--- config.mk ---
export PLATFORM = sky130hd
export DESIGN_NAME = rpr_back
export DESIGN_NICKNAME = d
export VERILOG_FILES = /design/src/rtl/rpr_pkg.sv /design/src/rtl/rpr_back.sv
export SDC_FILE = /design/constraint.sdc
export NUM_CORES = 1
export LEC_CHECK = 0
export ABC_AREA = 1
export BUFFER_PORTS_ARGS = -buffer_cell sky130_fd_sc_hd__buf_4
export CAP_MARGIN = 30
export CORE_MARGIN = 10
export CORE_UTILIZATION = 46
export CTS_CLUSTER_DIAMETER = 150
export CTS_CLUSTER_SIZE = 40
export DETAILED_ROUTE_END_ITERATION = 6
export PLACE_DENSITY = 0.62
export SYNTH_ARGS = -nofsm -noshare
export SYNTH_HDL_FRONTEND = slang
export SYNTH_SLANG_ARGS = --single-unit
--- constraint.sdc ---
create_clock -name clk -period 16.3 [get_ports clk]
set_input_delay 2.445 -clock clk [delete_from_list [all_inputs] [get_ports clk]]
set_output_delay 2.445 -clock clk [all_outputs]
set_load 0.05 [all_outputs]
--- src/rtl/rpr_pkg.sv ---
// ----------------------------------------------------------------------------
// rpr_pkg
// Shared types, constants and helpers for the relative polar point resolver.
// ----------------------------------------------------------------------------
package rpr_pkg;

  // Coordinate mode carried in the input tuser
  typedef enum logic [1:0] {
    MODE_ABS     = 2'd0,
    MODE_REL     = 2'd1,
    MODE_POLAR   = 2'd2,
    MODE_INVALID = 2'd3
  } coord_mode_t;

  // Extra fraction bits kept through the rotator
  localparam int GUARD_BITS = 8;
  // Rotator datapath widths: vector components and residual phase
  localparam int XW = 32 + GUARD_BITS + 2;
  localparam int ZW = 34;

  // CORDIC gain correction, 0.6072529350 in Q31
  localparam logic signed [31:0] GAIN_Q31 = 32'sd1304065748;

  // Degrees in one turn and the rounding half for the phase conversion
  localparam logic [9:0] DEG_TURN  = 10'd360;
  localparam logic [9:0] HALF_TURN = 10'd180;

  // 2^32 = 360 * PHASE_Q0 + PHASE_R0
  localparam logic [31:0] PHASE_Q0 = 32'((64'd1 << 32) / 64'd360);
  localparam logic [31:0] PHASE_R0 = 32'((64'd1 << 32) % 64'd360);

  // Reciprocal of 360 for 33-bit dividends
  localparam int          PHASE_SHIFT = 33;
  localparam int          QW          = 25;
  localparam logic [QW-1:0] RECIP_360 = QW'((64'd1 << PHASE_SHIFT) / 64'd360);

  // Arctangent of 2^-i, with one turn = 2^32
  localparam int ATAN_ENTRIES = 30;
  localparam logic [31:0] ATAN_PHASE [ATAN_ENTRIES] = '{
    32'd536870912, 32'd316933406, 32'd167458907, 32'd85004756, 32'd42667331,
    32'd21354465,  32'd10679838,  32'd5340245,   32'd2670163,  32'd1335087,
    32'd667544,    32'd333772,    32'd166886,    32'd83443,    32'd41722,
    32'd20861,     32'd10430,     32'd5215,      32'd2608,     32'd1304,
    32'd652,       32'd326,       32'd163,       32'd81,       32'd41,
    32'd20,        32'd10,        32'd5,         32'd3,        32'd1
  };

  // Side information that travels alongside the rotator
  typedef struct packed {
    logic              pv;      // point resolved
    logic              polar;   // add the rotated offset to the base
    logic              fold;    // angle folded by half a turn
    logic signed [31:0] base_x;
    logic signed [31:0] base_y;
  } rpr_side_t;

  // Clamp to the signed 32-bit range
  function automatic logic [31:0] sat32(input logic signed [34:0] v);
    logic [31:0] res;
    if (v > 35'sd2147483647) begin
      res = 32'h7fff_ffff;
    end else if (v < -35'sd2147483648) begin
      res = 32'h8000_0000;
    end else begin
      res = v[31:0];
    end
    return res;
  endfunction

endpackage

--- src/rtl/rpr_back.sv ---
// ----------------------------------------------------------------------------
// rpr_back
// Rounds the rotated vector, adds it to the base point with saturation (polar
// only) and holds results in an output register backed by one skid entry.
// ----------------------------------------------------------------------------
module rpr_back (
  input  logic                          clk,
  input  logic                          rst,
  input  logic                          in_vld,
  input  rpr_pkg::rpr_side_t            in_side,
  input  logic signed [rpr_pkg::XW-1:0] in_x,
  input  logic signed [rpr_pkg::XW-1:0] in_y,
  output logic                          en,
  output logic                          out_valid,
  input  logic                          out_ready,
  output logic                          point_valid,
  output logic [31:0]                   point_x,
  output logic [31:0]                   point_y
);
  import rpr_pkg::*;

  localparam int DW = XW - GUARD_BITS;
  localparam logic signed [XW-1:0] RND = XW'(1) <<< (GUARD_BITS - 1);

  logic signed [XW-1:0] rx, ry;
  logic signed [DW-1:0] dx, dy;

  logic                 b1_vld;
  rpr_side_t            b1_side;
  logic signed [DW-1:0] b1_dx, b1_dy;

  logic        res_pv;
  logic [31:0] res_x, res_y;

  logic        skid_full;
  logic        sk_pv;
  logic [31:0] sk_x, sk_y;
  logic        take, arrive;

  // Round away the guard bits, undo the half-turn fold
  always_comb begin
    rx = in_x + RND;
    ry = in_y + RND;
    dx = DW'(rx >>> GUARD_BITS);
    dy = DW'(ry >>> GUARD_BITS);
    if (in_side.fold) begin
      dx = -dx;
      dy = -dy;
    end
  end

  // Offset onto the reference point
  always_comb begin
    res_pv = b1_side.pv;
    if (b1_side.polar) begin
      res_x = sat32(35'(b1_side.base_x) + 35'(b1_dx));
      res_y = sat32(35'(b1_side.base_y) + 35'(b1_dy));
    end else begin
      res_x = b1_side.base_x;
      res_y = b1_side.base_y;
    end
  end

  assign en     = !skid_full;
  assign take   = out_valid && out_ready;
  assign arrive = en && b1_vld;

  // Rounding stage
  always_ff @(posedge clk) begin
    if (rst) begin
      b1_vld <= 1'b0;
    end else if (en) begin
      b1_vld <= in_vld;
    end
  end

  always_ff @(posedge clk) begin
    if (en) begin
      b1_side <= in_side;
      b1_dx   <= dx;
      b1_dy   <= dy;
    end
  end

  // Output register and skid entry control
  always_ff @(posedge clk) begin
    if (rst) begin
      out_valid <= 1'b0;
      skid_full <= 1'b0;
    end else if (skid_full) begin
      if (take) begin
        skid_full <= 1'b0;
      end
    end else if (arrive) begin
      if (out_valid && !take) begin
        skid_full <= 1'b1;
      end else begin
        out_valid <= 1'b1;
      end
    end else if (take) begin
      out_valid <= 1'b0;
    end
  end

  // Output and skid payload
  always_ff @(posedge clk) begin
    if (skid_full) begin
      if (take) begin
        point_valid <= sk_pv;
        point_x     <= sk_x;
        point_y     <= sk_y;
      end
    end else if (arrive) begin
      if (out_valid && !take) begin
        sk_pv <= res_pv;
        sk_x  <= res_x;
        sk_y  <= res_y;
      end else begin
        point_valid <= res_pv;
        point_x     <= res_x;
        point_y     <= res_y;
      end
    end
  end

endmodule

* Word-level counts from Yosys, hierarchy flattened *
Index checks and enable logic that the tools add are counted.

operators by class
  add/sub/neg operators = 6
  multiply operators = 0
  div/mod/pow operators = 0
  magnitude comparators = 4
  equality and inequality tests = 3
  shift-type cells = 0
  multiplexer cells = 27
  bitwise gates (word level) = 1
  reduce and logical (&&, ||, !) cells = 10

operators by type and width
  kind                                                             count
  two-way mux 32 bit                                               14
  adder 42 x 9 -> 42 bit, second input constant                    2
  adder 32 x 34 -> 35 bit                                          2
  greater-than comparator 35 x 32 -> 1 bit, second input constant  2
  < comparator 35 x 32 -> 1 bit, second input constant             2
  two-way mux 34 bit                                               2
  negator 34 bit                                                   2
  two-way mux 1 bit                                                11
  AND reduction 3 bit                                              3
  inequality test 2 bit, second input constant                     2
  nonzero test 2 bit                                               2
  logical AND 1 bit                                                3
  zero test 1 bit                                                  2
  inequality test 2 x 1 -> 1 bit, second input constant            1
  NOT 1 bit                                                        1

word-level totals
  register bits = 267
  bits in latches = 0
  bits in writable memories = 0
  ROM bits = 0
  input port bits = 155
  output and inout port bits = 67
  logic and storage cells = 66
  memories kept = 0

* Logic depth before layout (Yosys ltp) *
  depth after elaboration = 8
  gate-level depth with buffers = 22

* Least setup slack after synthesis *
Ideal clock, no wire load.

  path kind = register to output
  start = register skid_full
  end = output en
  arrival time = 4.747 ns
  required time = 13.855 ns
  path slack = 9.108 ns
  cell stages (with the launch flop) = 4
  buffers on the path = 2
  path through = dfxtp_1 -> clkbuf_1 -> inv_1 -> clkbuf_1

on the way
  word-level cells in the longest chain between the ends = 1

ends and longest elaborated chain
  item                    RTL line        RTL
  from (decl)             rpr_back.sv:35  logic skid_full;
  from (signal assigned)  rpr_back.sv:89  skid_full <= 1'b0;
  from (signal assigned)  rpr_back.sv:92  skid_full <= 1'b0;
  from (signal assigned)  rpr_back.sv:96  skid_full <= 1'b1;
  zero test 1 bit         rpr_back.sv:64  assign en = !skid_full;
  to (decl)               rpr_back.sv:13  output logic en,

No other way between the ends.

* Worst setup path in the final report *
  start = input in_x[7] in the netlist's numbering
  end = register b1_dx[29] (data pin)

on the way
  word-level cells in the longest chain between the ends = 3

ends and longest elaborated chain
  item                      RTL line        RTL
  from (decl)               rpr_back.sv:11  input logic signed [rpr_pkg::XW-1:0] in_x,
  adder 42 x 9 -> 42 bit *  rpr_back.sv:42  rx = in_x + RND;
  negator 34 bit            rpr_back.sv:47  dx = -dx;
  two-way mux 34 bit *      rpr_back.sv:46  if (in_side.fold) begin
  net dx[29]                rpr_back.sv:26  logic signed [DW-1:0] dx, dy;
  to (signal assigned)      rpr_back.sv:80  b1_dx <= dx;
  to (decl)                 rpr_back.sv:30  logic signed [DW-1:0] b1_dx, b1_dy;

Mark *: on every way through the listed nets, which the timed path passes. The rest lies on a longest branch.
A chain may end at the register's enable or synchronous reset.

==> metrics.md <==
| Metric | Value |
|---|---|
| # DRC | `0` |
| First-pass GRT wire length | `87500 um` |
| WL met3 | `3070 um` |
| Synth Cell Area | `19200 um^2` |
| Die width | `224 um` |
| Setup WS pre-CTS | `11.19 ns` |
| Setup tns final | `0 ns` |
| Register area | `7990 um^2` |
| Largest net degree at the start of global routing | `110` |
| Die footprint | `50300 um^2` |
| DR pass1 iterations | `5` |
| Total core area | `41000 um^2` |
| Post-synthesis register bit count | `267` |
| Max Used Layer | `met5` |
| Seq/Total Area, Yosys | `41.6%` |
| Ys async rst share | `0%` |
| Vias per cell | `5.10` |
| DRT met1 WL | `27700 um` |
| Final #Nets | `2976` |
| Met2 wire length | `23900 um` |
| Commonest non-fill, non-tap cell in the layout | `nand2_1` |
| Clk sinks | `267` |
| Slowest CP cell | `ha_1` |
| Final hold vios | `0` |
| Clock latency on the worst-skew pair | `0.52 ns` |
| CTS resizes | `0` |
| Post-Place Cells | `3266` |
| Detailed Route WL | `55400 um` |
| Initial Utilization | `46.8%` |
| Rel. slew slack | `32.2%` |
| CP max FO | `6` |
| Yosys top cell area share | `41.3%` |
| Tot Pwr | `1.87 mW` |
| Dpl cell area | `21300 um^2` |
| Setup WS post-layout | `11.76 ns` |
| CTS root buffer | `clkbuf_16` |
| GRT Resource Usage Total | `21.6%` |
| Rows | `74` |
| Final Util | `52.8%` |
| Cell family with most CP delay | `simple AND/OR/NAND/NOR gates` |
| Synth Instances | `2571` |
| Hold WS | `0.471 ns` |
| Syn_nets | `2800` |
| Crit Path Category | `in -> reg` |
| Lkg Pwr | `10.1 nW` |
| H-Tree Depth | `1` |
| CP arrival | `4.81 ns` |
| CP dominant cell by count | `nand2_1` |
| Max incr delay on CP | `0.32 ns` |
| Status | `completed` |
| PD cells | `86.1 nW/um^2` |
| Worst path bufs/invs | `2` |
| Area added between synthesis and finish | `12.8%` |
| CTS tree | `built` |
| Postcts setup bufs | `0` |
| Critical Path, Cell by Cell | `buf_4, ha_1, nand3_2, inv_2, nand2_1, nor2_1, xnor2_1, nand2_1, nor2_1, nand2_1, nor2_1, nand2_1, nor2_1, nor2_1, nand2_1, nand2_1` |
| I/O pins | `222` |
| Hold Path Class | `reg -> reg` |
| Worst Tran Pin Value | `1.02 ns` |
| Antenna violations before repair | `1` |
| Maximum clock insertion buffer count | `3` |
| Vias in the first global route | `16100` |
| Setup violators final | `0` |
| Slew Viols, Final | `0` |
| Most frequent cells in the layout | `nand2_1, inv_1, edfxtp_1` |
| Layout cells sized above 1 | `12.0%` |
| Syn avg cell area | `7.46 um^2` |
| # diodes | `0` |
| Data required, critical path | `16.57 ns` |
| RD Place Congestion | `0.938` |
| HPWL after DPL | `45300 um` |
| Synth area leaders | `edfxtp_1, nand2_1, nand3_1` |
| Clock transition at the registers of the reported paths | `0.14 ns` |
| Synth area leader | `edfxtp_1` |
| Synth warnings | `0` |
| DRT iter0 DRCs | `1356` |
| Max-Cap Viols | `0` |
| VDD IR max | `0.0000646 V` |
| RSZ-0062 raised after global routing | `no` |
| Multi-input logic area | `9810 um^2` |
| Post-synth EDFFs | `264` |
| # hold bufs at CTS | `0` |
| Finished Layout Cells | `3283` |
| F_max | `0.220 GHz` |
| GRT overflow | `0` |
| Post-route minimum period | `4.55 ns` |
| Startpoint types | `input port` |
| Chip height | `224 um` |
| CP Capture Type | `register` |
| Max Clock Skew | `0.0316 ns` |
| Cts bufs inserted | `10` |
| PortBufs | `207` |
| Routed WL per cell | `16.9 um` |
| Post-route ant nets | `0` |
| Final worst path period share | `27.9%` |
| Vias | `16700` |
| FILL cells | `4023` |
| Primary FF master, synth | `edfxtp_1` |
| Design area | `21700 um^2` |
| Netlist cell types | `44` |
worst reg2reg max path, delay by kind of cell, from the launching register on:
kind / cells / cell delay (ns)
buf+inv: 3 / 0.67
fa+ha+maj: 2 / 0.71
compound gates: 1 / 0.53
simple gates: 13 / 1.39
flops: 1 / 0.45
cell families (layout without fill, tap and decap cells):
group / after synthesis / after routing / share of synthesized area (%)
simple gates: 1592 / 1592 / 35.7
buf+inv: 363 / 543 / 7.35
flops: 267 / 267 / 41.6
compound gates: 145 / 145 / 4.32
xor+xnor: 130 / 130 / 6.13
fa+ha+maj: 74 / 74 / 4.90
state kept, by name (all words and copies together) (netlist names):
name,cells
sk_y,32
point_y,32
point_valid,1
b1_vld,1
res_pv,1
point_x,32
b1_side,65
sk_x,32
skid_full,1
b1_dx,34
out_valid,1
sk_pv,1
b1_dy,34
path summary, 6_finish.rpt:
kind | endpoint | cells past startpoint | from | slack, ns
max reg2reg | sk_y[0] | 19 | b1_dy[0] | 12.33
max | b1_dx[29] | 16 | in_x[7] | 11.76
min reg2reg | sk_pv | 0 | res_pv | 0.47
min | sk_pv | 0 | res_pv | 0.47
power breakdown:
part	switching (mW)	total [mW]	internal, mW
Clock	0.200	0.328	0.128
Combinational	0.441	0.676	0.236
Sequential	0.0348	0.861	0.826
Total	0.675	1.87	1.19
layout make-up:
class	count	area share, %
Clock inverter	1	0.0751
Tap cell	532	3.07
Inverter	308	5.36
Clock buffer	15	1.34
Multi-Input combinational cell	1941	45.3
Sequential cell	267	36.9
Timing Repair Buffer	219	7.96
routing by layer:
layer | global-route usage [%] | vias up
li1 | - | 8664
met1 | 32.7 | 7601
met2 | 33.1 | 435
met3 | 1.95 | 39
met4 | 3.69 | 2
met5 | 0 | -
synth_stat cells (2+ instances only):
master,number
o21a_1,2
nand2_2,14
edfxtp_1,264
buf_2,5
nand4_1,43
a21o_1,3
buf_4,9
ha_1,72
dfxtp_1,3
and2_1,38
nand3_1,232
inv_1,297
xnor2_1,40
clkbuf_1,27
nor3_2,5
nor3_1,36
and3_1,5
o211ai_1,2
o21ai_2,2
or2_2,38
nor2_4,6
nor4_1,3
inv_2,9
xor2_1,85
buf_1,13
a31oi_1,31
o21bai_1,15
o21ai_0,17
nand3b_1,7
nand3_2,3
nor2_2,12
nand2_1,918
xor2_2,5
nor2_1,228
clkinv_1,2
o21ai_1,6
fa_1,2
a21oi_1,66
No activity file was read; power rests on OpenSTA's default activity.
