--- config.mk ---
export PLATFORM = sky130hd
export DESIGN_NAME = rpr_front
export DESIGN_NICKNAME = d
export VERILOG_FILES = /design/src/rtl/rpr_pkg.sv /design/src/rtl/rpr_front.sv
export SDC_FILE = /design/constraint.sdc
export NUM_CORES = 2
export LEC_CHECK = 0
export ABC_AREA = 1
export BUFFER_PORTS_ARGS = -buffer_cell sky130_fd_sc_hd__buf_2
export CORE_ASPECT_RATIO = 0.7
export CORE_MARGIN = 2
export CORE_UTILIZATION = 50
export CTS_CLUSTER_DIAMETER = 200
export CTS_CLUSTER_SIZE = 16
export DETAILED_ROUTE_END_ITERATION = 8
export GPL_ROUTABILITY_DRIVEN = 0
export PLACE_DENSITY = 0.71
export SLEW_MARGIN = 25
export SYNTH_ARGS = -nofsm -noshare
export SYNTH_HDL_FRONTEND = slang
export SYNTH_SLANG_ARGS = --single-unit
--- constraint.sdc ---
create_clock -name clk -period 15.2 [get_ports clk]
set_input_delay 2.28 -clock clk [delete_from_list [all_inputs] [get_ports clk]]
set_output_delay 2.28 -clock clk [all_outputs]
set_load 0.03 [all_outputs]
--- src/rtl/rpr_pkg.sv ---
// ----------------------------------------------------------------------------
// rpr_pkg
// Shared types, constants and helpers for the relative polar point resolver.
// ----------------------------------------------------------------------------
package rpr_pkg;

  // Coordinate mode carried in the input tuser
  typedef enum logic [1:0] {
    MODE_ABS     = 2'd0,
    MODE_REL     = 2'd1,
    MODE_POLAR   = 2'd2,
    MODE_INVALID = 2'd3
  } coord_mode_t;

  // Extra fraction bits kept through the rotator
  localparam int GUARD_BITS = 8;
  // Rotator datapath widths: vector components and residual phase
  localparam int XW = 32 + GUARD_BITS + 2;
  localparam int ZW = 34;

  // CORDIC gain correction, 0.6072529350 in Q31
  localparam logic signed [31:0] GAIN_Q31 = 32'sd1304065748;

  // Degrees in one turn and the rounding half for the phase conversion
  localparam logic [9:0] DEG_TURN  = 10'd360;
  localparam logic [9:0] HALF_TURN = 10'd180;

  // 2^32 = 360 * PHASE_Q0 + PHASE_R0
  localparam logic [31:0] PHASE_Q0 = 32'((64'd1 << 32) / 64'd360);
  localparam logic [31:0] PHASE_R0 = 32'((64'd1 << 32) % 64'd360);

  // Reciprocal of 360 for 33-bit dividends
  localparam int          PHASE_SHIFT = 33;
  localparam int          QW          = 25;
  localparam logic [QW-1:0] RECIP_360 = QW'((64'd1 << PHASE_SHIFT) / 64'd360);

  // Arctangent of 2^-i, with one turn = 2^32
  localparam int ATAN_ENTRIES = 30;
  localparam logic [31:0] ATAN_PHASE [ATAN_ENTRIES] = '{
    32'd536870912, 32'd316933406, 32'd167458907, 32'd85004756, 32'd42667331,
    32'd21354465,  32'd10679838,  32'd5340245,   32'd2670163,  32'd1335087,
    32'd667544,    32'd333772,    32'd166886,    32'd83443,    32'd41722,
    32'd20861,     32'd10430,     32'd5215,      32'd2608,     32'd1304,
    32'd652,       32'd326,       32'd163,       32'd81,       32'd41,
    32'd20,        32'd10,        32'd5,         32'd3,        32'd1
  };

  // Side information that travels alongside the rotator
  typedef struct packed {
    logic              pv;      // point resolved
    logic              polar;   // add the rotated offset to the base
    logic              fold;    // angle folded by half a turn
    logic signed [31:0] base_x;
    logic signed [31:0] base_y;
  } rpr_side_t;

  // Clamp to the signed 32-bit range
  function automatic logic [31:0] sat32(input logic signed [34:0] v);
    logic [31:0] res;
    if (v > 35'sd2147483647) begin
      res = 32'h7fff_ffff;
    end else if (v < -35'sd2147483648) begin
      res = 32'h8000_0000;
    end else begin
      res = v[31:0];
    end
    return res;
  endfunction

endpackage

--- src/rtl/rpr_front.sv ---
// ----------------------------------------------------------------------------
// rpr_front
// Mode decode, angle reduction to a 32-bit phase and rotator start vector.
// Seven register stages, all advancing on en.
// ----------------------------------------------------------------------------
module rpr_front #(
  parameter int FRAC_BITS = 16
) (
  input  logic                        clk,
  input  logic                        rst,
  input  logic                        en,
  input  logic                        in_vld,
  input  rpr_pkg::coord_mode_t        coord_mode,
  input  logic [31:0]                 first_val,
  input  logic [31:0]                 second_val,
  input  logic                        ref_present,
  input  logic [31:0]                 ref_x,
  input  logic [31:0]                 ref_y,
  output logic                        out_vld,
  output rpr_pkg::rpr_side_t          out_side,
  output logic signed [rpr_pkg::XW-1:0] out_x,
  output logic signed [rpr_pkg::ZW-1:0] out_z
);
  import rpr_pkg::*;

  // Whole degrees part of the angle and reciprocal for its mod 360
  localparam int HW  = 32 - FRAC_BITS;
  localparam int S1  = HW + 9;
  localparam int P1W = HW + S1;
  localparam logic [P1W-1:0] M1   = P1W'((64'd1 << S1) / 64'd360);
  // 2^HW mod 360, to correct the remainder of a negative angle
  localparam logic [8:0]     CMOD = 9'((64'd1 << HW) % 64'd360);
  localparam logic [8:0]     CADD = 9'(DEG_TURN) - CMOD;

  rpr_side_t side_in;
  logic [HW-1:0] deg_u;

  // Stage registers
  logic                 s1_vld, s2_vld, s3_vld, s4_vld, s5_vld, s6_vld, s7_vld;
  rpr_side_t            s1_side, s2_side, s3_side, s4_side, s5_side, s6_side, s7_side;
  logic [HW-1:0]        s1_u;
  logic                 s1_neg, s2_neg;
  logic [FRAC_BITS-1:0] s1_low, s2_low, s3_low;
  logic [P1W-1:0]       s1_prod;
  logic signed [63:0]   s1_prodk;
  logic [9:0]           s2_rem;
  logic signed [XW-1:0] s2_x0, s3_x0, s4_x0, s5_x0, s6_x0, s7_x0;
  logic [8:0]           s3_m;
  logic [32:0]          s4_v, s5_v;
  logic [31:0]          s4_mq, s5_mq, s6_mq;
  logic [57:0]          s5_prod;
  logic [QW-1:0]        s6_q;
  logic [9:0]           s6_rem;
  logic signed [ZW-1:0] s7_z;

  // Combinational helpers between stages
  logic [HW-1:0] q1;
  logic [8:0]    m0;
  logic [8:0]    m_fix;
  logic [QW-1:0] q2;
  logic [31:0]   phase;
  logic          fold;
  rpr_side_t     side_f;

  assign deg_u = second_val[31:FRAC_BITS];

  // Mode decode: base point and flags
  always_comb begin
    side_in = '0;
    unique case (coord_mode)
      MODE_ABS: begin
        side_in.pv     = 1'b1;
        side_in.base_x = first_val;
        side_in.base_y = second_val;
      end
      MODE_REL: begin
        if (ref_present) begin
          side_in.pv     = 1'b1;
          side_in.base_x = sat32(35'($signed(ref_x)) + 35'($signed(first_val)));
          side_in.base_y = sat32(35'($signed(ref_y)) + 35'($signed(second_val)));
        end
      end
      MODE_POLAR: begin
        if (ref_present) begin
          side_in.pv     = 1'b1;
          side_in.polar  = 1'b1;
          side_in.base_x = ref_x;
          side_in.base_y = ref_y;
        end
      end
      MODE_INVALID: begin
      end
    endcase
  end

  // Remainder steps and phase assembly
  always_comb begin
    q1 = HW'(s1_prod >> S1);
    m0 = (s2_rem >= DEG_TURN) ? 9'(s2_rem - DEG_TURN) : 9'(s2_rem);
    if (s2_neg) begin
      m_fix = (m0 >= CMOD) ? (m0 - CMOD) : (m0 + CADD);
    end else begin
      m_fix = m0;
    end
    q2    = QW'(s5_prod >> PHASE_SHIFT);
    phase = s6_mq + 32'(s6_q) + 32'(s6_rem >= DEG_TURN);
    fold  = phase[31] ^ phase[30];
    side_f      = s6_side;
    side_f.fold = fold;
  end

  // Valid bits
  always_ff @(posedge clk) begin
    if (rst) begin
      s1_vld <= 1'b0;
      s2_vld <= 1'b0;
      s3_vld <= 1'b0;
      s4_vld <= 1'b0;
      s5_vld <= 1'b0;
      s6_vld <= 1'b0;
      s7_vld <= 1'b0;
    end else if (en) begin
      s1_vld <= in_vld;
      s2_vld <= s1_vld;
      s3_vld <= s2_vld;
      s4_vld <= s3_vld;
      s5_vld <= s4_vld;
      s6_vld <= s5_vld;
      s7_vld <= s6_vld;
    end
  end

  // Datapath
  always_ff @(posedge clk) begin
    if (en) begin
      // stage 1: reciprocal product of whole degrees, gain product of radius
      s1_side  <= side_in;
      s1_u     <= deg_u;
      s1_neg   <= second_val[31];
      s1_low   <= second_val[FRAC_BITS-1:0];
      s1_prod  <= P1W'(deg_u) * M1;
      s1_prodk <= $signed(first_val) * GAIN_Q31;
      // stage 2: raw remainder in [0, 720), start vector
      s2_side  <= s1_side;
      s2_neg   <= s1_neg;
      s2_low   <= s1_low;
      s2_rem   <= 10'(P1W'(s1_u) - P1W'(q1) * P1W'(DEG_TURN));
      s2_x0    <= XW'(s1_prodk >>> (31 - GUARD_BITS));
      // stage 3: whole degrees mod 360
      s3_side  <= s2_side;
      s3_low   <= s2_low;
      s3_m     <= m_fix;
      s3_x0    <= s2_x0;
      // stage 4: split the phase division into m*Q0 and a 33-bit remainder part
      s4_side  <= s3_side;
      s4_v     <= 33'(s3_m) * 33'(PHASE_R0) + (33'(s3_low) << (32 - FRAC_BITS))
                  + 33'(HALF_TURN);
      s4_mq    <= 32'(s3_m) * PHASE_Q0;
      s4_x0    <= s3_x0;
      // stage 5: reciprocal product
      s5_side  <= s4_side;
      s5_v     <= s4_v;
      s5_mq    <= s4_mq;
      s5_prod  <= 58'(s4_v) * 58'(RECIP_360);
      s5_x0    <= s4_x0;
      // stage 6: quotient estimate and its remainder
      s6_side  <= s5_side;
      s6_mq    <= s5_mq;
      s6_q     <= q2;
      s6_rem   <= 10'(s5_v - 33'(q2) * 33'(DEG_TURN));
      s6_x0    <= s5_x0;
      // stage 7: phase, half-turn fold into the right half plane
      s7_side      <= side_f;
      s7_z         <= ZW'($signed({phase[31] ^ fold, phase[30:0]}));
      s7_x0        <= s6_x0;
    end
  end

  assign out_vld  = s7_vld;
  assign out_side = s7_side;
  assign out_x    = s7_x0;
  assign out_z    = s7_z;

endmodule

## Word-level counts from Yosys, hierarchy flattened

Index checks and enable logic that the tools add are counted.

- Register bits: 1138
- Output and inout bits: 144
- Memories kept: 0
- Input bits: 135
- Bits in read-only memories: 0
- Bits in writable memories: 0
- Word-level logic and storage cells: 103
- Bits in latches: 0

- Equality and inequality tests: 2
- Multipliers: 6
- Add/subtract/negate cells: 11
- Reductions and logical operators: 1
- Muxes and demuxes: 13
- Magnitude comparators: 7
- Shift operators: 0
- Div/mod/pow operators: 0
- Bitwise operators: 2

Operators by type and width:

| operator | number |
|---|---|
| $pmux W64 S3 | 1 |
| $mux W32 | 4 |
| $mux W64 | 2 |
| $add A32 B32 Y33 | 2 |
| $gt A33 B32 Y1 const B | 2 |
| $lt A33 B32 Y1 const B | 2 |
| $mul A32 B30 Y62 const B | 1 |
| $mul A33 B25 Y58 const B | 1 |
| $add A17 B32 Y33 | 1 |
| $add A33 B8 Y33 const B | 1 |
| $add A32 B1 Y32 | 1 |
| $add A32 B25 Y32 | 1 |
| $mul A16 B16 Y32 const B | 1 |
| $mul A9 B19 Y27 const B | 1 |
| $mux W9 | 3 |
| $mul A25 B6 Y7 const B | 1 |
| $ge A10 B9 Y1 const B | 2 |
| $sub A10 B10 Y10 | 2 |
| $add A9 B9 Y9 const B | 1 |
| $ge A9 B5 Y1 const B | 1 |
| $sub A9 B5 Y9 const B | 1 |
| $sub A9 B9 Y9 const B | 1 |
| $mul A8 B6 Y7 const B | 1 |
| $pmux W1 S3 | 1 |
| other kinds (6) | 7 |

## Depth between registers and ports, before layout

- Word-level depth: 6
- Gate-level depth with buffers: 31
- Depth with buffers taken out: 31

## Worst setup path before layout

No wires, ideal clock.

- Path kind: input-to-reg
- Start point: input port first_val[16]
- End point: register s1_prodk[63] (data pin)
- Setup time: 252 ps
- Cell stages on the path: 26
- Path buffers: 1
- Data required time: 14948 ps
- Path slack: 7076 ps
- Arrival: 7872 ps
- Path through: ha_1 -> clkbuf_1 -> xor2_1 -> ha_1 -> o21bai_1 -> fa_1 -> inv_1 -> fa_1 -> inv_1 -> fa_1 -> fa_1 -> fa_1 -> inv_1 -> fa_1 -> inv_1 -> ha_1 -> nand2_1 -> nor2_1 -> inv_1 -> nor2_1 -> inv_1 -> o21ai_0 -> o21bai_1 -> nand3_1 -> nand3b_1 -> nand2_1

- Word-level cells in the longest chain between the ends: 1

Ends and longest elaborated chain:

| element | RTL line | source |
|---|---|---|
| start, declared | rpr_front.sv:14 | `input logic [31:0] first_val,` |
| $mul A32 B30 Y62 | rpr_front.sv:142 | `s1_prodk <= $signed(first_val) * GAIN_Q31;` |
| end signal, assigned | rpr_front.sv:142 |  |
| end, declared | rpr_front.sv:45 | `logic signed [63:0] s1_prodk;` |

No other way between the ends.
A chain may end at the register's enable or synchronous reset.

## Worst setup path in the final report

- Start point: input port first_val[31]
- End point: register s1_prodk[45] (data pin)

The elaborated chain is that of the path after synthesis.

==> metrics <==
first-pass GRT wire length 287000 microns; TNS Setup 0 ns; Routed met2 length 76300 microns; Post-Syn Area per Cell 10.8 sq um; Die Ht 332 microns; Core Rows 120; crit-path most repeated cell fa_1; MaxCap Viol Count 0; CP peak stage delay between 0.5 and 0.6 ns; gr ovfl total 0; worst relative slew slack 31.8%; most common cell in the netlist inv_1; number of global-route vias before repair ~49000; Clock Skew 0.0588 ns; Async SR Flop Fraction 0%; initial antenna violation count 29; Setup CP Type primary input to flop; #FFs+latches synth 1037; Cell variety after synth 58; Critical Path RT 15.71 ns; Starting DRT DRC Count 6098; max-slew violations 0; top layer in use met5; GRT Total Usage 24.0%; Final Setup Violations 0; TritonCTS buffer count 74; cells after synthesis between 7000 and 8000; Initial Utilization 50.3%; largest net degree at the start of global routing 183; routed wire length 190000 microns; routed length per placed instance between 20 and 25 microns; # port buffers 278; worst hold path type flop to flop; Die ar. 157000 sq um; CTS max path bufs 3; core area between 150000 and 200000 sq um; fin crit period between 8 and 9 ns; met3 WL between 20000 and 25000 microns; Netlist Area Pre-Place 76800 sq um; CTS root buffer clkbuf_16; CTS tree yes; post-synthesis sequential area ratio 40.5%; Worst path top cell family by delay adder cells; Worst Path Buf+Inv 7; largest cells by area after synthesis edfxtp_1, fa_1, ha_1; DR vias/cell 5.39; share of the synthesized area in the top cell type 40.3%; DRT Pass-1 Iters 6; CP cell instances buf_2 > buf_4 > ha_1 > fa_1 > fa_1 > fa_1 > inv_1 > fa_1 > fa_1 > fa_1 > inv_1 > fa_1 > inv_1 > ha_1 > nand2_1 > nor2_1 > inv_1 > nor2_1 > inv_1 > nor3_1 > nand4_1 > nand3_1 > xor2_1; worst path arrival time 9.24 ns; area leader, netlist edfxtp_1; share of layout cells above drive strength 1 5.65%; wire length on met1 85100 microns; I/O pin count 279; net count after synthesis 8824; Die X-Extent 472 microns; CP Capture Type flop; post-CTS resize count 0; CTS H-tree lvls 3; post-route clock period utilization 57.4%; Nets 9139; Worst-Margin Slew 1.02 ns; CTS Hold Bufs 0; RSZ-0062 raised after global routing no; Peak Freq 115 MHz; TritonCTS Sinks approximately 1000; DR vias between 50000 and 60000; most common flop cell mapped by yosys edfxtp_1; status finished, final reports clean; ANT nets after route 0; final hold vios 0; clk_lat worst skew approximately 0.74 ns; HPWL after DPL 156000 microns; post-CTS repair timing setup buffer count 0; CP max FO 49; DRC violations left 0; nature of the critical path startpoint primary input; Clock Pin Slew Worst Setup and Hold Paths 0.09 ns; number of synthesized flops with an enable pin 1030; Syn-to-layout area delta 7.65%; Yosys warnings 0; Synth top cells by count inv_1, nand2_1, edfxtp_1; slowest stage cell, crit path fa_1
## path summary, 6_finish.rpt
check	from	end	slack, ns	cells past startpoint
max	first_val[31]	s1_prodk[45]$_DFFE_PP_	6.47	23
min	s1_prodk[55]$_DFFE_PP_	s2_x0[32]$_DFFE_PP_	0.38	0
max reg2reg	s4_v[9]$_DFFE_PP_	s5_prod[55]$_DFFE_PP_	8.49	21
min reg2reg	s1_prodk[55]$_DFFE_PP_	s2_x0[32]$_DFFE_PP_	0.38	0
## kinds of logic (layout without fill, tap and decap cells)
group           after synthesis  count (layout)  share of synthesized area (%)
buf+inv                    1728            2058                           8.57
simple gates               1713            1713                           9.03
fa+ha+maj                  1582            1582                           32.8
flops                      1037            1037                           40.5
compound gates              747             747                           5.76
xor+xnor                    300             300                           3.42
other cells                   0              14                              0
## cells in the final DEF, fill, tap and decap left out, types with 137 or more instances in the layout
| cell type | instances |
|---|---|
| nor2_1 | 353 |
| ha_1 | 863 |
| inv_1 | 1668 |
| nand2_1 | 1089 |
| a21oi_1 | 355 |
| edfxtp_1 | 1030 |
| nand3_1 | 137 |
| buf_2 | 277 |
| o21ai_0 | 145 |
| fa_1 | 717 |
| xor2_1 | 233 |
## worst register-to-register path, cell delays in order (launching register included)
cell and delay (ns):
edfxtp_1 0.63, ha_1 0.55, inv_1 0.18, fa_1 0.50, fa_1 0.49, inv_1 0.08, fa_1 0.49, inv_1 0.06
fa_1 0.47, inv_1 0.05, fa_1 0.49, fa_1 0.42, ha_1 0.36, nand2_1 0.11, nor2_1 0.11, inv_1 0.06
nor2_1 0.08, inv_1 0.06, nor4_1 0.70, nand4_1 0.19, nand3_1 0.16, xor2_1 0.27
## cell type report
type / instances / area (sq um)
Timing Repair Buffer: 293 / 1560
Clock buffer: 83 / 1890
Sequential cell: 1037 / 31100
Clock inverter: 8 / 160
Antenna cell: 14 / 35.0
Fill cell: 12800 / 70000
Inverter: 1674 / 6280
Multi-Input combinational cell: 4342 / 39200
Tap cell: 2013 / 2520
## metal layers
layer  GRT usage (%)  up-vias
li1                -    23400
met2            32.6     2637
met4            5.92       16
met1            36.3    24600
met3            8.44      329
met5               0        -
## state kept, by name (all words and copies together) (netlist names), 25 cells and up
| signal | flops |
|---|---|
| s3_side | 66 |
| s6_mq | 27 |
| s6_side | 66 |
| s4_side | 66 |
| s2_side | 66 |
| out_side | 67 |
| s3_x0 | 41 |
| s6_q | 25 |
| s1_prodk | 41 |
| s4_mq | 26 |
| s4_x0 | 41 |
| out_x | 41 |
| s1_side | 66 |
| s5_prod | 25 |
| s5_side | 66 |
| s5_x0 | 41 |
| s6_x0 | 41 |
| s5_mq | 26 |
| s4_v | 25 |
| out_z | 32 |
| s2_x0 | 41 |
## per-stage QoR
| stage | hold WS [ns] | util, % | std cells | setup slack (ns) | instance area (sq um) |
|---|---|---|---|---|---|
| final | 0.376 | 54.1 | 9464 | 6.47 | 82700 |
| after global routing | 0.376 | 54.1 | 9456 | 6.31 | 82700 |
| after CTS | 0.383 | 54.1 | 9450 | 6.69 | 82600 |
| after detailed placement | 0.405 | 52.8 | 9359 | 5.93 | 80600 |
| after global placement | 0.401 | 52.8 | 9359 | 5.98 | 80600 |
| after floorplan | 0.400 | - | 7107 | 7.08 | 76800 |
Power is not shown: default switching activity piles up to over one toggle a cycle in this logic, so the estimate is an artifact.
