==> src/rtl/rpr_pkg.sv <==
// ----------------------------------------------------------------------------
// rpr_pkg
// Shared types, constants and helpers for the relative polar point resolver.
// ----------------------------------------------------------------------------
package rpr_pkg;

  // Coordinate mode carried in the input tuser
  typedef enum logic [1:0] {
    MODE_ABS     = 2'd0,
    MODE_REL     = 2'd1,
    MODE_POLAR   = 2'd2,
    MODE_INVALID = 2'd3
  } coord_mode_t;

  // Extra fraction bits kept through the rotator
  localparam int GUARD_BITS = 8;
  // Rotator datapath widths: vector components and residual phase
  localparam int XW = 32 + GUARD_BITS + 2;
  localparam int ZW = 34;

  // CORDIC gain correction, 0.6072529350 in Q31
  localparam logic signed [31:0] GAIN_Q31 = 32'sd1304065748;

  // Degrees in one turn and the rounding half for the phase conversion
  localparam logic [9:0] DEG_TURN  = 10'd360;
  localparam logic [9:0] HALF_TURN = 10'd180;

  // 2^32 = 360 * PHASE_Q0 + PHASE_R0
  localparam logic [31:0] PHASE_Q0 = 32'((64'd1 << 32) / 64'd360);
  localparam logic [31:0] PHASE_R0 = 32'((64'd1 << 32) % 64'd360);

  // Reciprocal of 360 for 33-bit dividends
  localparam int          PHASE_SHIFT = 33;
  localparam int          QW          = 25;
  localparam logic [QW-1:0] RECIP_360 = QW'((64'd1 << PHASE_SHIFT) / 64'd360);

  // Arctangent of 2^-i, with one turn = 2^32
  localparam int ATAN_ENTRIES = 30;
  localparam logic [31:0] ATAN_PHASE [ATAN_ENTRIES] = '{
    32'd536870912, 32'd316933406, 32'd167458907, 32'd85004756, 32'd42667331,
    32'd21354465,  32'd10679838,  32'd5340245,   32'd2670163,  32'd1335087,
    32'd667544,    32'd333772,    32'd166886,    32'd83443,    32'd41722,
    32'd20861,     32'd10430,     32'd5215,      32'd2608,     32'd1304,
    32'd652,       32'd326,       32'd163,       32'd81,       32'd41,
    32'd20,        32'd10,        32'd5,         32'd3,        32'd1
  };

  // Side information that travels alongside the rotator
  typedef struct packed {
    logic              pv;      // point resolved
    logic              polar;   // add the rotated offset to the base
    logic              fold;    // angle folded by half a turn
    logic signed [31:0] base_x;
    logic signed [31:0] base_y;
  } rpr_side_t;

  // Clamp to the signed 32-bit range
  function automatic logic [31:0] sat32(input logic signed [34:0] v);
    logic [31:0] res;
    if (v > 35'sd2147483647) begin
      res = 32'h7fff_ffff;
    end else if (v < -35'sd2147483648) begin
      res = 32'h8000_0000;
    end else begin
      res = v[31:0];
    end
    return res;
  endfunction

endpackage

==> src/rtl/rpr_cell.sv <==
// ----------------------------------------------------------------------------
// rpr_cell
// One CORDIC rotation step with its side information, registered on en.
// ----------------------------------------------------------------------------
module rpr_cell #(
  parameter int IDX = 0
) (
  input  logic                          clk,
  input  logic                          rst,
  input  logic                          en,
  input  logic                          in_vld,
  input  rpr_pkg::rpr_side_t            in_side,
  input  logic signed [rpr_pkg::XW-1:0] in_x,
  input  logic signed [rpr_pkg::XW-1:0] in_y,
  input  logic signed [rpr_pkg::ZW-1:0] in_z,
  output logic                          out_vld,
  output rpr_pkg::rpr_side_t            out_side,
  output logic signed [rpr_pkg::XW-1:0] out_x,
  output logic signed [rpr_pkg::XW-1:0] out_y,
  output logic signed [rpr_pkg::ZW-1:0] out_z
);
  import rpr_pkg::*;

  localparam logic signed [ZW-1:0] ANGLE = ZW'(ATAN_PHASE[IDX]);

  logic signed [XW-1:0] xs, ys, x_next, y_next;
  logic signed [ZW-1:0] z_next;

  // Rotate towards zero residual phase
  always_comb begin
    xs = in_x >>> IDX;
    ys = in_y >>> IDX;
    if (!in_z[ZW-1]) begin
      x_next = in_x - ys;
      y_next = in_y + xs;
      z_next = in_z - ANGLE;
    end else begin
      x_next = in_x + ys;
      y_next = in_y - xs;
      z_next = in_z + ANGLE;
    end
  end

  always_ff @(posedge clk) begin
    if (rst) begin
      out_vld <= 1'b0;
    end else if (en) begin
      out_vld <= in_vld;
    end
  end

  always_ff @(posedge clk) begin
    if (en) begin
      out_side <= in_side;
      out_x    <= x_next;
      out_y    <= y_next;
      out_z    <= z_next;
    end
  end

endmodule

==> config.mk <==
export PLATFORM = sky130hd
export DESIGN_NAME = rpr_cell
export DESIGN_NICKNAME = d
export VERILOG_FILES = /design/src/rtl/rpr_pkg.sv /design/src/rtl/rpr_cell.sv
export SDC_FILE = /design/constraint.sdc
export NUM_CORES = 1
export LEC_CHECK = 0
export BUFFER_PORTS_ARGS = -buffer_cell sky130_fd_sc_hd__buf_2
export CORE_MARGIN = 8
export CORE_UTILIZATION = 45
export CTS_CLUSTER_SIZE = 24
export DETAILED_ROUTE_END_ITERATION = 7
export PLACE_DENSITY = 0.66
export RECOVER_POWER = 50
export SYNTH_ARGS = -nofsm -noshare
export SYNTH_HDL_FRONTEND = slang
export SYNTH_SLANG_ARGS = --single-unit
==> constraint.sdc <==
create_clock -name clk -period 6.11 [get_ports clk]
set_input_delay 0.3055 -clock clk [delete_from_list [all_inputs] [get_ports clk]]
set_output_delay 0.3055 -clock clk [all_outputs]
set_load 0.02 [all_outputs]
# Word-level counts from Yosys, hierarchy flattened
# Cells that the tools add are included.
# word_totals
word_cells,17
inputBits,189
register_bits,186
# classes
muxes,3
add_sub_neg,5
# ops
cell,n
2-to-1 mux 42 bit,2
subtractor 42 bit,2
adder 42 bit,1
"adder 34 x 31 -> 34 bit, second input constant",1
2-to-1 mux 34 bit,1
"subtractor 34 x 31 -> 34 bit, second input constant",1

# Logic depth before layout (Yosys ltp)
# Gate-level depths: netlist (run 1).
# logic_depth
word_depth,2
ltp_mapped,13
depth_no_buf,12

# Worst setup path after synthesis (run 1)
# OpenSTA, ideal clock, no wires.
# synth_timing
path_type,input-to-reg
startpoint,in in_x[1] (netlist bit)
endpoint,reg out_x[41] (netlist bit) (data pin)
setup_slack_ns,3.124
path_buffers,1
arrival_time_ns,2.720
t_required_ns,5.844
path_stages,12
path_cell_list,inv_1 -> ha_1 -> nand2b_1 -> a2111oi_0 -> o211a_1 -> o2111ai_2 -> a41oi_2 -> a311o_1 -> buf_2 -> nand3_1 -> o22a_1 -> xor2_1
# synth_via
elab_chain_len,2
# synth_rtl
element,line_no,text
"start, declared",rpr_cell.sv:13,"input logic signed [rpr_pkg::XW-1:0] in_x,"
subtractor 42 bit / adder 42 bit (equally long branches),"rpr_cell.sv:34, rpr_cell.sv:38",
2-to-1 mux 42 bit *,rpr_cell.sv:33,if (!in_z[ZW-1]) begin
named net x_next[41],rpr_cell.sv:26,"logic signed [XW-1:0] xs, ys, x_next, y_next;"
"end signal, assigned",rpr_cell.sv:55,out_x <= x_next;
"end, declared",rpr_cell.sv:18,"output logic signed [rpr_pkg::XW-1:0] out_x,"
# The timed path passes the listed nets; every way through them passes the cells marked *.
# A chain may end at the register's enable or synchronous reset.

# Worst setup path in the final report (run 1)
# layout_timing
startpoint,in en
endpoint,"reg out_x[9] (netlist bit), enable pin"
# layout_lines
element,line_no,text
"start, declared",rpr_cell.sv:10,"input logic en,"
# No word-level cell between the ends.

==> impl_metrics.yaml, run 1 <==
outcome:
  status: "finished with violations"
  violations: "capacitance limit, slew limit"
sta:
  rsz0062_at_grt: "false"
  fin_skew_ns: 0
  fin_crit_ns: 4.17
  slew_violations: 74
  setup-violations-final: 0
  hold_viol_final: 0
  relSlewSlack: -1.76
  layout_setup_ws_ns: 1.94
  fmax_mhz: 240
  finalSetupTns_ns: 0
  tightest_slew_ns: 4.14
  period_share: 0.682
  hold_slack_ns: 0.0150
power_and_ir_drop:
  sequentialPowerShare: 0.395
  switching_share: 0.378
  combPwrFrac: 0.330
  pwr-share-clk: 0.275
  power_density_nw_per_um2: 257
  cell_internal_pwr_mw: 2.59
  irDropWorstVdd_mv: 0.177
  power.leakage_nw: 6.95
  p_switching_mw: 1.57
global_route:
  grt_max_degree: 74
  grt_pass1_vias: 12500
  overflow: 0
  antenna_found_initial: 5
  grt.total_usage: 0.275
  grt_pass1_wl_microns: 76300
flow_run:
  drv_cap: 1
routing:
  detail-route-antenna-nets: 0
  wl_met3_microns: 4270
  viasPerCell: 5.89
  routed-via-count: 12700
  wl_met1_microns: 20500
  highest_layer: "met5"
  drc: 0
  drt_pass1_iterations: 6
  drt_wl_total_microns: 51900
  route.met2.wl_microns: 25700
  drt-wirelength-per-cell_microns: 24.1
  drt_iter0_drc: 1539
final_layout:
  drive_above_1_share: 0.186
  nFillCells: 2800
  syn_to_final_growth_pct: 19.2
  fin_util: 0.546
  fin_nets: 2087
critical_path:
  slowest_stage: "clkbuf_1"
  critical_path.max_stage_delay_ns: 2.85
  critPathCaptureType: "flip-flop"
  startpoint_type: "primary input"
  r2r-start: "out_vld"
  crit_family: "buffers and inverters"
  ff2ff_path_depth: 2
  arrival_ns: 4.24
  path_class: "primary input to flip-flop"
  rrSetupSlack_ns: 5.39
  path_cells: "clkbuf_1 -> buf_4"
  path_buf_inv: 2
  r2r-end: "out_vld"
  worstPathRequired_ns: 6.18
  crit_fanout: 73
yosys:
  synthMuxAreaShare: 0.0185
  ys_types: 71
  synth_edf_count: 184
  syn_area_per_cell_sq_um: 9.58
  ys_ff_latch: 185
  synth-adder-area-share: 0.136
  synth_top_family_by_area: "compound AO/OA/AOI/OAI gates"
  synth_warnings: 0
  syn_nets: 1754
  synth_flop_cell: "edfxtp_1"
  synth_compound_area_frac: 0.220
  synthSimpleGateAreaFrac: 0.109
  synthCells: 1420
  async_flop_share: 0
  synth-xor-area-share: 0.0528
  yosysSeqAreaShare: 0.408
  netlist_area_sq_um: 13600
floorplanning:
  die_area_sq_um: 36100
  die_y_microns: 190
  rows: 63
  coreArea_sq_um: 29700
  pin_count: 375
  fp.dieW_microns: 190
  initial_utilization: 0.458
clock_network:
  post_cts_buffers: 0
  insertion_delay_ns: 0.44
  cts_max_level: 4
  cts_tree: "yes"
  cts_buffers: 17
  cts_root_buffer: "clkbuf_16"
  cts_resized: 0
  cts.path.max_buffers: 2
  clock-sinks: 185
  hold_buffers: 0
  path_clk_slew_ns: 0.08
worst_hold_path:
  worstHoldEndpoint: "out_vld"
  hp-class: "primary input to flip-flop"
  min_delay_path_depth: 2
  worstHoldStart: "rst"
place:
  dp_slack_ns: 2.06
  place_congestion: 0.976
  io_buffers: 374
  dp_hpwl_microns: 41400
[cell type report]
type / count / area [sq um] / area share
multi-input cells: 1034 / 7290 / 0.450
flip-flops and latches: 185 / 5550 / 0.342
inverters: 137 / 514 / 0.0317
clock buffers: 17 / 425 / 0.0262
repair buffers: 378 / 1770 / 0.109
well taps: 390 / 488 / 0.0301
clock inverters: 15 / 173 / 0.0106
diodes: 3 / 7.51 / 0.000463
[cells in the mapped netlist (8+ instances only)]
master	number	area (sq um)
a211oi_1	14	105
a21o_1	34	255
a21oi_1	178	891
a31oi_1	11	68.8
buf_1	12	45.0
clkbuf_1	45	169
edfxtp_1	184	5530
ha_1	141	1760
inv_1	131	492
mux2i_1	24	240
nand2_1	80	300
nand2b_1	13	81.3
nand3_1	19	95.1
nand4_1	22	138
nor2_1	84	315
nor2b_1	14	87.6
nor3_1	26	130
nor4_1	10	62.6
o211ai_1	12	90.1
o21a_1	14	105
o21ai_0	94	470
o21bai_1	33	248
o31ai_1	15	113
or3_1	8	50.1
xnor2_1	73	639
xor2_1	9	78.8
[per-layer routing]
metal | vias to the layer above | track usage
met2 | 637 | 0.481
met5 | - | 0
met3 | 96 | 0.0562
met4 | 6 | 0.0884
met1 | 6144 | 0.334
li1 | 5835 | -
[state kept, by name, indices dropped and copies added (netlist names)]
register,count
out_side,67
out_vld,1
out_x,42
out_y,41
out_z,34
[power by group through the flow]
stage / combinational [mW] / clock, mW / sequential [mW]
after CTS: 1.38 / 1.16 / 1.64
after global placement: 1.37 / 0 / 1.66
after global routing: 1.47 / 1.20 / 1.66
final: 1.37 / 1.15 / 1.64
after detailed placement: 1.37 / 0 / 1.67
after floorplan: 0.643 / 0 / 1.87
[worst max-delay path by stage]
stage	startpoint	to	slack (ns)	depth (start not counted)
2_1_floorplan	in_x[1]	out_x[41]	3.12	12
3_3_place_gp	in_x[1]	out_y[35]	2.13	12
3_5_place_dp	in_x[1]	out_y[35]	2.06	12
4_1_cts	in_x[1]	out_x[39]	2.53	12
5_1_grt	en	out_x[9]	1.65	2
6_report	en	out_x[9]	1.94	2
[cells by family (layout without fill, tap and decap cells)]
group	count (synthesis)	count (layout)
muxes	25	25
xor gates and xnor gates	82	82
AOI/OAI and AO/OA	476	476
buffers and inverters	201	547
and+or+nand+nor	306	306
DFF	185	185
other	0	3
adders and majority gates	145	145
[worst register-to-register path: stages, from the launching register on]
cell and delay [ns]:
dfxtp_1 0.35, mux2i_1 0.07, nor2_1 0.23
[metrics by stage]
step           power [mW]  area, sq um  std cells
2_1_floorplan        2.51        13600       1420
3_3_place_gp         3.03        15800       2124
3_5_place_dp         3.04        15800       2124
4_1_cts              4.18        16300       2156
5_1_grt              4.32        16200       2157
6_report             4.16        16200       2159
[placed cells by master, fill, tap and decap left out, types with 33 or more instances in the layout]
cell      netlist  layout
buf_2           6     265
edfxtp_1      184     184
a21oi_1       178     178
ha_1          141     141
inv_1         131     130
clkbuf_1       45     109
o21ai_0        94      94
nor2_1         84      84
nand2_1        80      80
xnor2_1        73      73
a21o_1         34      34
o21bai_1       33      33
(Power assumes the default switching activity.)
==> run 2, diff against run 1 <==
==> constraint.sdc (replaced) <==
create_clock -name clk -period 4.2 [get_ports clk]
set_input_delay 0.21 -clock clk [delete_from_list [all_inputs] [get_ports clk]]
set_output_delay 0.21 -clock clk [all_outputs]
set_load 0.02 [all_outputs]
==> run 2 against run 1 <==
  * The run still ends with capacitance limit, slew limit left
  * Cell count is 5.5% higher
  * Clock power is 44% higher
  * Power is 48% higher
  * Sequential cell count stayed put
  * Core utilization is 3.9 points higher
  * Setup slack worse by 1.3 ns
  * Critical path depth is 10 higher
  * First-iteration DRC count is 4.0% lower
  * Clock skew stayed put
  * Worst hold slack better by 0.050 ns
  * Die area stayed put
==> impl_metrics.yaml, run 2 (synthesized netlist as in run 1, its figures left out) <==
critical_path:
  arrival_ns: 3.77
  startpoint_type: "primary input"
  ff2ff_path_depth: 2
  critPathCaptureType: "flip-flop"
  worstPathRequired_ns: 4.38
  crit_fanout: 9
  r2r-start: "out_vld"
  path_class: "primary input to flip-flop"
  rrSetupSlack_ns: 3.47
  r2r-end: "out_vld"
power_and_ir_drop:
  power_density_nw_per_um2: 355
  irDropWorstVdd_mv: 0.261
  p_total_mw: 6.16
  power.leakage_nw: 7.52
clock_network:
  cts_tree: "yes"
  clock-sinks: 185
  path_clk_slew_ns: 0.08
  cts_max_level: 4
  cts_buffers: 17
  cts_resized: 0
  cts.path.max_buffers: 2
  cts_root_buffer: "clkbuf_16"
  insertion_delay_ns: 0.44
final_layout:
  syn_to_final_growth_pct: 27.7
  fin_nets: 2204
  largest-register: "out_side"
  drive_above_1_share: 0.196
  fin_util: 0.584
  largest_registers: "out_side (67), out_x (42), out_y (41)"
  mostFrequentLayoutCells: "buf_2 (287), edfxtp_1 (184), a21oi_1 (178)"
  final_common_cell: "buf_2"
  largest_reg_flops: 67
sta:
  hold_viol_final: 0
  slew_violations: 94
  finalSetupTns_ns: 0
  fmax_mhz: 279
  setup-violations-final: 0
  tightest_slew_ns: 2.45
  relSlewSlack: -0.635
  period_share: 0.853
  fin_skew_ns: 0
  rsz0062_at_grt: "false"
  fin_crit_ns: 3.58
global_route:
  grt.total_usage: 0.289
  overflow: 0
  grt_max_degree: 102
  grt.busiest_layer: "met2"
  use_met2: 0.476
  gr-usage-met1: 0.356
  grt_pass1_wl_microns: 80500
  antenna_found_initial: 7
  grt_pass1_vias: 13100
  met3_usage: 0.0608
routing:
  drt_iter0_drc: 1477
  drc: 0
  viasPerCell: 5.76
  detail-route-antenna-nets: 0
  drt-wirelength-per-cell_microns: 23.7
  routed-via-count: 13100
  drt_pass1_iterations: 7
  drt_wl_total_microns: 54100
floorplanning:
  fp.dieW_microns: 190
  initial_utilization: 0.458
  die_area_sq_um: 36100
  rows: 63
  die_y_microns: 190
  coreArea_sq_um: 29700
  pin_count: 375
worst_hold_path:
  worstHoldEndpoint: "out_z[29]"
  worstHoldStart: "in_z[29]"
  hp-class: "primary input to flip-flop"
  min_delay_path_depth: 2
place:
  place_congestion: 0.966
  io_buffers: 374
  dp_hpwl_microns: 41700
outcome:
  status: "finished with violations"
  violations: "capacitance limit, slew limit"
flow_run:
  drv_cap: 1
==> run 2: changes by cell type in the layout (fill, tap and decap cells not counted), moves of 2 or more <==
cell | previous run | this run
buf_4 | 4 | 23
dlygate4sd3_1 | 0 | 97
clkbuf_2 | 0 | 2
diode_2 | 3 | 5
clkbuf_1 | 109 | 86
buf_2 | 265 | 287
==> run 2: per-stage QoR <==
| stage | cell area, sq um | std cells | setup WS, ns | hold slack, ns |
|---|---|---|---|---|
| global route | 17400 | 2276 | 0.294 | 0.0745 |
| floorplan | 13600 | 1420 | 1.31 | 0.282 |
| CTS | 17500 | 2273 | 0.685 | 0.0309 |
| global placement | 15900 | 2144 | 0.405 | 0.372 |
| detailed placement | 15900 | 2144 | 0.250 | 0.385 |
| finish | 17400 | 2278 | 0.616 | 0.0650 |
==> run 2: worst max-delay path by stage <==
stage,end,slack [ns],depth (start not counted),startpoint
3_5_place_dp,out_x[41],0.25,12,in_x[1]
6_report,out_x[41],0.62,12,in_x[1]
3_3_place_gp,out_x[39],0.41,12,in_x[1]
5_1_grt,out_x[41],0.29,12,in_x[1]
4_1_cts,out_x[41],0.68,12,in_x[1]
2_1_floorplan,out_x[41],1.31,12,in_x[1]
==> run 2: cell type report <==
type                            instances  area [sq um]
Multi-Input combinational cell       1034          7290
Antenna cell                            5          12.5
Clock buffer                           17           425
Sequential cell                       185          5550
Tap cell                              390           488
Timing Repair Buffer                  495          2910
Inverter                              137           514
Clock inverter                         15           176
Fill cell                            2634         12300
==> run 2: layer usage <==
layer  wire length, microns  vias to the layer above  part of all wire
li1                       -                     6055                 -
met1                  21600                     6219              0.40
met2                  25500                      710              0.47
met3                   4240                      136             0.078
met4                   2650                        6             0.049
met5                     41                        -           0.00076
==> run 2: worst max-delay path, cell delays in order <==
cell and delay (ns):
buf_2 0.15, inv_1 0.09, ha_1 0.31, nand2b_1 0.16
a2111oi_0 0.80, o211a_1 0.30, o2111ai_2 0.16, a41oi_2 0.39
a311o_1 0.59, nand3_1 0.17, o22a_1 0.28, xor2_1 0.14
==> run 2: timing repair <==
action,CTS,global route
hold endpoints to repair,97,0
setup buffers,0,0
hold buffers,97,0
==> run 2: power by group <==
group / internal [mW] / switching, mW / leakage (nW)
Combinational: 0.720 / 1.39 / 5.42
Sequential: 2.32 / 0.0686 / 1.81
Clock: 0.808 / 0.850 / 0.292
==> run 3, diff against run 2 <==
--- a/config.mk
+++ b/config.mk
@@ -5,12 +5,12 @@
 export SDC_FILE = /design/constraint.sdc
 export NUM_CORES = 1
 export LEC_CHECK = 0
+export ABC_AREA = 1
 export BUFFER_PORTS_ARGS = -buffer_cell sky130_fd_sc_hd__buf_2
 export CORE_MARGIN = 8
-export CORE_UTILIZATION = 45
+export CORE_UTILIZATION = 24
 export CTS_CLUSTER_SIZE = 24
 export DETAILED_ROUTE_END_ITERATION = 7
-export PLACE_DENSITY = 0.66
 export RECOVER_POWER = 50
 export SYNTH_ARGS = -nofsm -noshare
 export SYNTH_HDL_FRONTEND = slang
==> run 3 against run 2 <==
  * The run still ends with capacitance limit, slew limit left
  * Clock power about the same
  * Synthesized area is 18% higher
  * First-iteration DRC count down 17%
  * Global-route usage down 12 points
  * Cell count is 56% higher
  * Power up 2.8%
  * Routed wire length rose by 24%
  * Critical endpoint is now out_x[15]
  * Via count is 24% higher
==> impl_metrics.yaml, run 3 <==
floorplanning:
  rows: 95
  coreArea_sq_um: 66800
  pin_count: 375
  initial_utilization: 0.241
  die_area_sq_um: 75700
  die_y_microns: 275
  fp.dieW_microns: 275
power_and_ir_drop:
  power.leakage_nw: 9.96
  cell_internal_pwr_mw: 3.79
  p_switching_mw: 2.54
  power_density_nw_per_um2: 313
  sequentialPowerShare: 0.376
  p_total_mw: 6.33
  pwr-share-clk: 0.263
  combPwrFrac: 0.361
  switching_share: 0.402
  irDropWorstVdd_mv: 0.318
final_layout:
  syn_to_final_growth_pct: 25.6
  stdcell_count: 3558
  largest_registers: "out_side (67), out_x (42), out_y (41)"
  largest-register: "out_side"
  final_common_cell: "nand2_1"
  drive_above_1_share: 0.198
  fin_nets: 2999
  mostFrequentLayoutCells: "nand2_1 (674), buf_2 (363), inv_1 (338)"
  largest_reg_flops: 67
clock_network:
  clock-sinks: 185
  insertion_delay_ns: 0.48
  cts_max_level: 4
  cts_tree: "yes"
  cts_buffers: 17
  cts_root_buffer: "clkbuf_16"
  path_clk_slew_ns: 0.08
  cts.path.max_buffers: 2
routing:
  drt_pass1_iterations: 6
  detail-route-antenna-nets: 0
  drc: 0
  drt_iter0_drc: 1225
  drt_wl_total_microns: 66900
  drt-wirelength-per-cell_microns: 18.8
  routed-via-count: 16300
  viasPerCell: 4.59
sta:
  tightest_slew_ns: 2.61
  rsz0062_at_grt: "false"
  period_share: 0.662
  relSlewSlack: -0.741
  fmax_mhz: 360
  hold_viol_final: 0
  finalSetupTns_ns: 0
  setup-violations-final: 0
  fin_skew_ns: 0
  layout_setup_ws_ns: 1.42
  hold_slack_ns: 0.0792
  fin_crit_ns: 2.78
  slew_violations: 249
global_route:
  grt_pass1_wl_microns: 96800
  grt_max_degree: 88
  antenna_found_initial: 15
  grt_pass1_vias: 16000
  overflow: 0
  grt.total_usage: 0.171
yosys:
  synth.area.top_cells: "edfxtp_1 (34%), nand2_1 (16%), ha_1 (11%)"
  synth_edf_count: 184
  yosysMostFrequentCell: "nand2_1"
  synth_top_cell_area_share: 0.343
  ys_ff_latch: 185
  syn_nets: 2560
  netlist_area_sq_um: 16100
  synth_warnings: 0
  synth_top_cells_by_count: "nand2_1 (674), inv_1 (338), nand3_1 (185)"
  synthCells: 2226
  async_flop_share: 0
  yosysSeqAreaShare: 0.344
  yosys.area.top_type: "edfxtp_1"
  syn_area_per_cell_sq_um: 7.24
  synth_flop_cell: "edfxtp_1"
  ys_types: 44
worst_hold_path:
  worstHoldEndpoint: "out_z[30]"
  min_delay_path_depth: 2
  hp-class: "primary input to flip-flop"
  worstHoldStart: "in_z[30]"
critical_path:
  crit_fanout: 39
  path_class: "primary input to flip-flop"
  critPathCaptureType: "flip-flop"
  r2r-end: "out_vld"
  startpoint_type: "primary input"
  ff2ff_path_depth: 3
  r2r-start: "out_vld"
  worstPathRequired_ns: 4.30
  arrival_ns: 2.88
  rrSetupSlack_ns: 3.04
place:
  dp_hpwl_microns: 55900
  dp_cells: 3420
  dp_slack_ns: 1.02
  io_buffers: 374
  place_congestion: 1.02
outcome:
  status: "finished with violations"
  violations: "capacitance limit, slew limit"
flow_run:
  drv_cap: 4
run 3: power groups by stage:
| stage | clock network [mW] | logic, mW | registers (mW) |
|---|---|---|---|
| after floorplan | 0 | 1.14 | 2.64 |
| final | 1.66 | 2.28 | 2.38 |
| after detailed placement | 0 | 2.19 | 2.43 |
| after global placement | 0 | 2.18 | 2.43 |
| after CTS | 1.74 | 2.27 | 2.39 |
| after global routing | 1.79 | 2.49 | 2.41 |
run 3: metrics by stage:
step / util / area, sq um
floorplan: - / 16100
global placement: 0.280 / 18700
detailed placement: 0.280 / 18700
CTS: 0.303 / 20300
global route: 0.303 / 20200
finish: 0.303 / 20200
run 3: final cells by class:
class,instances,area [sq um]
sequential,185,5550
antenna,7,17.5
multi-input combinational,1628,8770
clock inverter,14,154
tap,873,1090
fill,7287,46600
clock buffer,18,429
inverter,355,1340
timing repair buffer,478,2880
run 3: logic make-up after synthesis:
family	share of synthesized area
compound gates	0.101
buf+inv	0.111
fa+ha+maj	0.114
xor+xnor	0.0169
flops	0.344
simple gates	0.311
mux	0.000621
run 3: how the worst max path moves through the flow:
stage | slack, ns | endpoint | start
5_1_grt | 1.29 | out_x[32] | in_x[0]
6_report | 1.42 | out_x[15] | in_z[33]
3_5_place_dp | 1.02 | out_x[32] | in_x[0]
4_1_cts | 1.56 | out_x[32] | in_x[0]
3_3_place_gp | 1.03 | out_x[32] | in_x[0]
2_1_floorplan | 2.24 | out_x[32] | in_x[0]
run 3: routing by layer:
layer | GRT usage | share of wire | up-vias
li1 | - | - | 8013
met1 | 0.202 | 0.40 | 7491
met2 | 0.297 | 0.48 | 698
met3 | 0.0383 | 0.084 | 111
met4 | 0.0730 | 0.036 | 16
met5 | 0 | 0.0015 | -
run 3: worst max-delay path: stages:
cell	delay [ns]
buf_2	0.13
inv_1	0.57
clkbuf_1	1.45
o21ai_0	0.49
run 3: repair_timing:
item | in CTS | in global routing
endpoints found under the hold margin | 98 | 0
endpoints found under the setup margin | 0 | 0
hold buffers | 99 | 0
buffers inserted | 0 | 0
gates resized for setup | 0 | 0
